==> src/sv/smpd_pkg.sv <==
`default_nettype none

package smpd_pkg;

  localparam int unsigned MarkerBytes = 4;
  localparam int unsigned MatchW      = $clog2(MarkerBytes);
  localparam int unsigned ByteW       = 8;
  localparam int unsigned PosW        = 6;
  localparam int unsigned MarkerW     = MarkerBytes * ByteW;

  typedef logic [ByteW-1:0] byte_t;
  typedef logic [PosW-1:0]  pos_t;

  // Store write request from the marker hunter to the packet store.
  typedef struct packed {
    logic  en;
    pos_t  addr;
    byte_t data;
  } wr_req_t;

endpackage

`default_nettype wire

==> src/sv/smpd_rx_if.sv <==
`default_nettype none

interface smpd_rx_if import smpd_pkg::*; ();
  logic  valid;
  logic  ready;
  byte_t rx_byte;

  modport source (output valid, output rx_byte, input ready);
  modport sink   (input valid, input rx_byte, output ready);
endinterface

`default_nettype wire

==> src/sv/smpd_pkt_if.sv <==
`default_nettype none

interface smpd_pkt_if import smpd_pkg::*; ();
  logic  valid;
  logic  ready;
  byte_t packet_byte;
  pos_t  byte_position;
  logic  last_of_packet;

  modport source (output valid, output packet_byte, output byte_position,
                  output last_of_packet, input ready);
  modport sink   (input valid, input packet_byte, input byte_position,
                  input last_of_packet, output ready);
endinterface

`default_nettype wire

==> src/sv/start_marker_packet_deframer.sv <==
// Channel   Dir  Payload                                       Handshake
// rx_i      in   rx_byte                                       valid/ready
// pkt_o     out  packet_byte, byte_position, last_of_packet    valid/ready
// cfg       in   cfg_wdata_i (start marker)                    cfg_we_i
//
// A received word is taken every cycle while hunting or filling and no packet is
// being emitted; it passes through the input register, then updates the counters
// and the store. A completed packet leaves as PACKET_LEN words at one per cycle,
// unless pkt_o stalls, via the store's single read port and two register stages.
// The input register is not drained from the cycle after the packet's last word
// until the last store read has issued; rx_i is held off while it is full.
// Reset clears counters and marker; the store needs no clearing.
`default_nettype none

module start_marker_packet_deframer import smpd_pkg::*; #(
  parameter int unsigned PACKET_LEN = 16
) (
  input  wire logic               clk_i,
  input  wire logic               rst_ni,
  smpd_rx_if.sink                 rx_i,
  smpd_pkt_if.source              pkt_o,
  input  wire logic               cfg_we_i,
  input  wire logic [MarkerW-1:0] cfg_wdata_i
);

  logic [MarkerW-1:0] marker_q;
  wr_req_t            wr_req;
  logic               start;
  logic               busy;

  always_ff @(posedge clk_i or negedge rst_ni) begin
    if (!rst_ni) begin
      marker_q <= '0;
    end else if (cfg_we_i) begin
      marker_q <= cfg_wdata_i;
    end
  end

  smpd_hunt #(.PACKET_LEN(PACKET_LEN)) u_hunt (
    .clk_i    (clk_i),
    .rst_ni   (rst_ni),
    .rx_i     (rx_i),
    .marker_i (marker_q),
    .busy_i   (busy),
    .wr_o     (wr_req),
    .start_o  (start)
  );

  smpd_burst #(.PACKET_LEN(PACKET_LEN)) u_burst (
    .clk_i   (clk_i),
    .rst_ni  (rst_ni),
    .wr_i    (wr_req),
    .start_i (start),
    .busy_o  (busy),
    .pkt_o   (pkt_o)
  );

endmodule

`default_nettype wire

==> src/sv/smpd_hunt.sv <==
`default_nettype none

module smpd_hunt import smpd_pkg::*; #(
  parameter int unsigned PACKET_LEN = 16
) (
  input  wire logic                 clk_i,
  input  wire logic                 rst_ni,
  smpd_rx_if.sink                   rx_i,
  input  wire logic [MarkerW-1:0]   marker_i,
  input  wire logic                 busy_i,
  output wr_req_t                   wr_o,
  output logic                      start_o
);

  localparam int unsigned FW = $clog2(PACKET_LEN);
  localparam logic [FW-1:0] LastPos   = FW'(PACKET_LEN - 1);
  localparam logic [FW-1:0] FirstLoad = FW'(MarkerBytes);
  localparam logic [MatchW-1:0] LastMatch = MatchW'(MarkerBytes - 1);

  logic                           in_vld_q;
  byte_t                          in_byte_q;
  logic [MatchW-1:0]              match_q, match_d;
  logic [FW-1:0]                  fill_q, fill_d;
  logic                           consume;
  logic                           hunting;
  logic                           hit_cur;
  logic                           hit_first;
  logic [MarkerBytes-1:0][ByteW-1:0] marker;

  assign marker    = marker_i;
  assign consume   = in_vld_q && !busy_i;
  assign rx_i.ready = !in_vld_q || consume;
  assign hunting   = (fill_q == '0);
  assign hit_cur   = (in_byte_q == marker[match_q]);
  assign hit_first = (in_byte_q == marker[0]);

  always_ff @(posedge clk_i or negedge rst_ni) begin
    if (!rst_ni) begin
      in_vld_q <= 1'b0;
    end else if (rx_i.valid && rx_i.ready) begin
      in_vld_q <= 1'b1;
    end else if (consume) begin
      in_vld_q <= 1'b0;
    end
  end

  always_ff @(posedge clk_i) begin
    if (rx_i.valid && rx_i.ready) begin
      in_byte_q <= rx_i.rx_byte;
    end
  end

  always_comb begin
    match_d    = match_q;
    fill_d     = fill_q;
    start_o    = 1'b0;
    wr_o.en    = consume;
    wr_o.data  = in_byte_q;
    wr_o.addr  = hunting ? PosW'(match_q) : PosW'(fill_q);
    if (consume) begin
      if (hunting) begin
        if (hit_cur) begin
          if (match_q == LastMatch) begin
            match_d = '0;
            fill_d  = FirstLoad;
          end else begin
            match_d = match_q + MatchW'(1);
          end
        end else begin
          // Simple restart: only a fresh match on marker byte 0 is kept.
          match_d = hit_first ? MatchW'(1) : '0;
        end
      end else if (fill_q == LastPos) begin
        fill_d  = '0;
        start_o = 1'b1;
      end else begin
        fill_d = fill_q + FW'(1);
      end
    end
  end

  always_ff @(posedge clk_i or negedge rst_ni) begin
    if (!rst_ni) begin
      match_q <= '0;
      fill_q  <= '0;
    end else begin
      match_q <= match_d;
      fill_q  <= fill_d;
    end
  end

endmodule

`default_nettype wire

==> src/sv/smpd_burst.sv <==
`default_nettype none

module smpd_burst import smpd_pkg::*; #(
  parameter int unsigned PACKET_LEN = 16
) (
  input  wire logic    clk_i,
  input  wire logic    rst_ni,
  input  wire wr_req_t wr_i,
  input  wire logic    start_i,
  output logic         busy_o,
  smpd_pkt_if.source   pkt_o
);

  localparam int unsigned AW = $clog2(PACKET_LEN);
  localparam logic [AW-1:0] LastIdx = AW'(PACKET_LEN - 1);

  byte_t           mem_q [PACKET_LEN];
  logic            emitting_q;
  logic [AW-1:0]   rd_ptr_q;
  logic            rd_vld_q;
  byte_t           rd_data_q;
  pos_t            rd_pos_q;
  logic            rd_last_q;
  logic            o_vld_q;
  byte_t           o_byte_q;
  pos_t            o_pos_q;
  logic            o_last_q;
  logic            o_load;
  logic            issue;

  assign o_load = rd_vld_q && (!o_vld_q || pkt_o.ready);
  assign issue  = emitting_q && (!rd_vld_q || o_load);
  assign busy_o = emitting_q;

  always_ff @(posedge clk_i) begin
    if (wr_i.en) begin
      mem_q[wr_i.addr[AW-1:0]] <= wr_i.data;
    end
  end

  always_ff @(posedge clk_i) begin
    if (issue) begin
      rd_data_q <= mem_q[rd_ptr_q];
      rd_pos_q  <= PosW'(rd_ptr_q);
      rd_last_q <= (rd_ptr_q == LastIdx);
    end
  end

  // Once the last read has issued the store may take new words again.
  always_ff @(posedge clk_i or negedge rst_ni) begin
    if (!rst_ni) begin
      emitting_q <= 1'b0;
      rd_ptr_q   <= '0;
    end else if (start_i) begin
      emitting_q <= 1'b1;
      rd_ptr_q   <= '0;
    end else if (issue) begin
      if (rd_ptr_q == LastIdx) begin
        emitting_q <= 1'b0;
        rd_ptr_q   <= '0;
      end else begin
        rd_ptr_q <= rd_ptr_q + AW'(1);
      end
    end
  end

  always_ff @(posedge clk_i or negedge rst_ni) begin
    if (!rst_ni) begin
      rd_vld_q <= 1'b0;
      o_vld_q  <= 1'b0;
    end else begin
      if (issue) begin
        rd_vld_q <= 1'b1;
      end else if (o_load) begin
        rd_vld_q <= 1'b0;
      end
      if (o_load) begin
        o_vld_q <= 1'b1;
      end else if (pkt_o.ready) begin
        o_vld_q <= 1'b0;
      end
    end
  end

  always_ff @(posedge clk_i) begin
    if (o_load) begin
      o_byte_q <= rd_data_q;
      o_pos_q  <= rd_pos_q;
      o_last_q <= rd_last_q;
    end
  end

  assign pkt_o.valid          = o_vld_q;
  assign pkt_o.packet_byte    = o_byte_q;
  assign pkt_o.byte_position  = o_pos_q;
  assign pkt_o.last_of_packet = o_last_q;

endmodule

`default_nettype wire

==> src/flat_wrapper.sv <==
// flat-port wrapper written by rule: the top's interface ports become plain ports
module start_marker_packet_deframer_flat import smpd_pkg::*;
#(
  parameter int unsigned PACKET_LEN = 16
)
  (clk_i, rst_ni, cfg_we_i, cfg_wdata_i, rx_i_valid, rx_i_rx_byte, rx_i_ready, pkt_o_valid, pkt_o_packet_byte, pkt_o_byte_position, pkt_o_last_of_packet, pkt_o_ready);
  smpd_rx_if rx_i_i ();
  smpd_pkt_if pkt_o_i ();
  input  wire logic clk_i;
  input  wire logic rst_ni;
  input  wire logic cfg_we_i;
  input  wire logic [MarkerW-1:0] cfg_wdata_i;
  input wire logic [$bits(rx_i_i.valid)-1:0] rx_i_valid;
  input wire logic [$bits(rx_i_i.rx_byte)-1:0] rx_i_rx_byte;
  output wire logic [$bits(rx_i_i.ready)-1:0] rx_i_ready;
  output wire logic [$bits(pkt_o_i.valid)-1:0] pkt_o_valid;
  output wire logic [$bits(pkt_o_i.packet_byte)-1:0] pkt_o_packet_byte;
  output wire logic [$bits(pkt_o_i.byte_position)-1:0] pkt_o_byte_position;
  output wire logic [$bits(pkt_o_i.last_of_packet)-1:0] pkt_o_last_of_packet;
  input wire logic [$bits(pkt_o_i.ready)-1:0] pkt_o_ready;
  assign rx_i_i.valid = rx_i_valid;
  assign rx_i_i.rx_byte = rx_i_rx_byte;
  assign rx_i_ready = rx_i_i.ready;
  assign pkt_o_valid = pkt_o_i.valid;
  assign pkt_o_packet_byte = pkt_o_i.packet_byte;
  assign pkt_o_byte_position = pkt_o_i.byte_position;
  assign pkt_o_last_of_packet = pkt_o_i.last_of_packet;
  assign pkt_o_i.ready = pkt_o_ready;
  start_marker_packet_deframer #(.PACKET_LEN(PACKET_LEN)) u_core (.clk_i(clk_i), .rst_ni(rst_ni), .rx_i(rx_i_i), .pkt_o(pkt_o_i), .cfg_we_i(cfg_we_i), .cfg_wdata_i(cfg_wdata_i));
endmodule
==> config.mk <==
export PLATFORM = sky130hd
export DESIGN_NAME = start_marker_packet_deframer_flat
export DESIGN_NICKNAME = d
export VERILOG_FILES = /design/src/sv/smpd_pkg.sv /design/src/sv/smpd_rx_if.sv /design/src/sv/smpd_pkt_if.sv /design/src/sv/start_marker_packet_deframer.sv /design/src/sv/smpd_hunt.sv /design/src/sv/smpd_burst.sv /design/src/flat_wrapper.sv
export SDC_FILE = /design/constraint.sdc
export NUM_CORES = 1
export LEC_CHECK = 0
export BUFFER_PORTS_ARGS = -buffer_cell sky130_fd_sc_hd__buf_2
export CORE_MARGIN = 3
export CORE_UTILIZATION = 45
export DETAILED_ROUTE_END_ITERATION = 16
export PLACE_DENSITY = 0.6
export SETUP_SLACK_MARGIN = 0.02
export SLEW_MARGIN = 20
export SYNTH_ARGS = -nofsm -noshare
export SYNTH_HDL_FRONTEND = slang
export SYNTH_SLANG_ARGS = --single-unit
==> constraint.sdc <==
create_clock -name clk_i -period 6.65 [get_ports clk_i]
set_input_delay 0.665 -clock clk_i [delete_from_list [all_inputs] [get_ports clk_i]]
set_output_delay 0.665 -clock clk_i [all_outputs]
set_load 0.05 [all_outputs]
==> impl_metrics.tcl <==
set metrics [dict create \
    initial_utilization_pct 46.2 \
    rrSetupSlack_ns 3.98 \
    numCtsBuffers 23 \
    drc 0 \
    worst_path_max_delay_cell "nor2_1" \
    fp-row-count 49 \
    die_x_um 142 \
    die_y_um 142 \
    pwr-share-clk_pct 41.4 \
    drive_gt1_share_pct 35.9 \
    finalWirelength_um 16300 \
    finalSetupViolations 0 \
    slew_violations 0 \
    p_sw_share_pct 21.4 \
    cts_buffer_depth 3 \
    endpoint_kind "flop" \
    rsz0062_at_grt "false" \
    finalHoldViolations 0 \
    path_clk_slew_ns 0.06 \
    ys.flop_type "edfxtp_1" \
    crit_buf_inv 1 \
    max_freq_ghz 0.374 \
    final_cell_area_um2 9570 \
    synth_seq_area_share_pct 71.9 \
    final.setup.tns_ns 0 \
    dp_hpwl_um 10500 \
    synth_edf_count 162 \
    syn_avg_cell_area_um2 19.4 \
    grt_start_max_net_pins 47 \
    place.gp.congestion 0.924 \
    area_delta_synth_final_pct 14.4 \
    ys_types 42 \
    p_leak_nw 3.33 \
    num_vias 4095 \
    synth_area_um2 8360 \
    seq_area_um2 6020 \
    multi_input_area_um2 2210 \
    htreeDepth 1 \
    ctsHoldBuffers 0 \
    required_ns 6.77 \
    p_seq_share_pct 52.2 \
    io_pins 62 \
    drtIter0Drc 370 \
    ir_worst_vdd_mv 0.197 \
    timing.final.ws_setup_ns 3.98 \
    maxCapViolCount 0 \
    worst-path-stages 6 \
    grt-ovfl-total 0 \
    power_density_nw_per_um2 300 \
    ys_warn_count 0 \
    place_area_um2 8850 \
    place_worst_setup_slack_ns 4.02 \
    insertion_delay_ns 0.52 \
    rr_worst_depth 6 \
    fillers 1405 \
    min_path_type "in2async" \
    worst_pin_slew_ns 1.03 \
    max-slew-margin-rel_pct 31.1 \
    slowest_delay_ns 0.83 \
    finClkSkew_ns 0.0260 \
    root_buffer "clkbuf_16" \
    ys_ff_latch 208 \
    cts_tree "yes" \
    clock-sinks 208 \
    grt_pass1_wl_um 25400 \
    grt_pass1_vias 4308 \
    ant_nets 0 \
    first_pass_iters 4 \
    cp_max_fo 15 \
    wl_per_cell_um 21.9 \
    post-route-min-period_ns 2.67 \
    io_buffers 59 \
    outcome "finished clean" \
    antenna_found_initial 0 \
    vias_per_cell 5.50 \
    gr-usage-all-layers_pct 16.5 \
    period_share_pct 40.2 \
    crit_family "simple AND/OR/NAND/NOR gates" \
    cts-resized-gates 0 \
    pwr-share-comb_pct 6.4 \
    power.internal_mw 2.26 \
    cp_cell_sequence "inv_1 > ha_1 > and2_1 > nor3_1 > a31oi_1 > nor2_1" \
    critPathKind "reg2reg" \
    post-cts-setup-buffer-count 0 \
    syn-instance-count 432 \
    p_switching_mw 0.614 \
    cp-start-kind "flop" \
    diodes 0 \
    die-area_um2 20300 \
    fin_nets 547 \
    fin_util_pct 52.9 \
    synthArstFlopShare_pct 22.1 \
    coreArea_um2 18100 \
    cp.arrival_ns 2.79 \
]
[cell type report]
class	count	area share, %
repair buffers	62	3.35
well taps	229	2.99
inverters	6	0.235
clock buffers	39	7.16
clock inverters	3	0.314
flip-flops and latches	208	62.9
multi-input cells	197	23.1
[sequential cells by signal, summed over array words and instances, names as in the netlist, 4 cells and up]
signal	cells
u_core.u_burst.rd_pos_q	4
u_core.u_burst.rd_ptr_q	4
u_core.u_hunt.in_byte_q	8
u_core.u_hunt.fill_q	4
u_core.marker_q	32
u_core.u_burst.mem_q	128
u_core.u_burst.rd_data_q	8
u_core.u_burst.pkt_o.byte_position	4
u_core.u_burst.pkt_o.packet_byte	8
[metal layers]
| layer | GRT usage (%) | wire [µm] | part of all wire [%] | vias up |
|---|---|---|---|---|
| li1 | - | - | - | 1845 |
| met1 | 22.5 | 6920 | 43 | 2100 |
| met2 | 28.0 | 8330 | 51 | 125 |
| met3 | 2.52 | 678 | 4.2 | 25 |
| met4 | 4.75 | 342 | 2.1 | 0 |
| met5 | 0 | 0 | 0 | - |
[final timing paths]
check | startpoint | endpoint
max | u_core.u_hunt.fill_q[0]$_DFFE_PN0P_ | u_core.u_burst.mem_q[0][7]$_DFFE_PP_
max reg2reg | u_core.u_hunt.fill_q[0]$_DFFE_PN0P_ | u_core.u_burst.mem_q[0][7]$_DFFE_PP_
min | rst_ni | u_core.u_burst.rd_ptr_q[3]$_DFFE_PN0P_
min in group clk_i | rx_i_rx_byte[5] | u_core.u_hunt.in_byte_q[5]$_DFFE_PP_
max in group asynchronous | rst_ni | u_core.marker_q[7]$_DFFE_PN0P_
min reg2reg | u_core.u_burst.rd_pos_q[3]$_DFFE_PP_ | u_core.u_burst.pkt_o.byte_position[3]$_DFFE_PP_
[per-stage QoR]
step | hold slack [ns] | cells | power [mW]
finish | 0.142 | 744 | 2.87
floorplan | 0.369 | 433 | 1.66
detailed placement | 0.405 | 702 | 1.71
global route | 0.186 | 744 | 2.98
CTS | 0.304 | 744 | 2.90
global placement | 0.402 | 702 | 1.70
[synthesized netlist by cell type (all sizes together) (3+ instances only)]
cell type | instances | area [µm²]
xnor2 | 16 | 185
nand4 | 4 | 25.0
nor3 | 6 | 30.0
inv | 6 | 22.5
nor2 | 21 | 78.8
nand3 | 12 | 65.1
nand3b | 3 | 22.5
nand2 | 12 | 45.0
a31oi | 4 | 25.0
nor2b | 4 | 25.0
a21oi | 5 | 25.0
dfrtp | 46 | 1150
ha | 4 | 50.1
buf | 11 | 68.8
clkbuf | 11 | 55.1
mux2 | 32 | 360
mux4 | 48 | 1090
o21ai | 5 | 25.0
edfxtp | 162 | 4860
[cells by family after synthesis]
logic type               synth area share (%)
flip-flops                               71.9
other                                  0.0448
adder cells (fa/ha/maj)                 0.598
multiplexers                             17.4
AND/OR/NAND/NOR                          4.43
XOR/XNOR                                 2.32
AO/OA/AOI/OAI                            1.56
buffers and inverters                    1.75
[power by group through the flow]
stage               Combinational [mW]  Sequential, mW  Clock [mW]
global route                     0.199            1.50        1.27
CTS                              0.185            1.50        1.21
floorplan                        0.151            1.51           0
detailed placement               0.184            1.53           0
finish                           0.183            1.50        1.19
global placement                 0.180            1.52           0
[cell usage in the layout, fill, tap and decap left out, types with 5 or more instances in the layout]
cell / count
nor2_1: 21
dfrtp_1: 44
nand3_1: 11
nor3_1: 6
buf_2: 58
mux4_2: 45
clkbuf_8: 5
xnor2_1: 10
nand2_1: 12
mux2_2: 32
clkbuf_16: 23
a21oi_1: 5
inv_1: 6
xnor2_2: 6
edfxtp_1: 162
clkbuf_1: 11
Power figures use the tool's default switching activity.
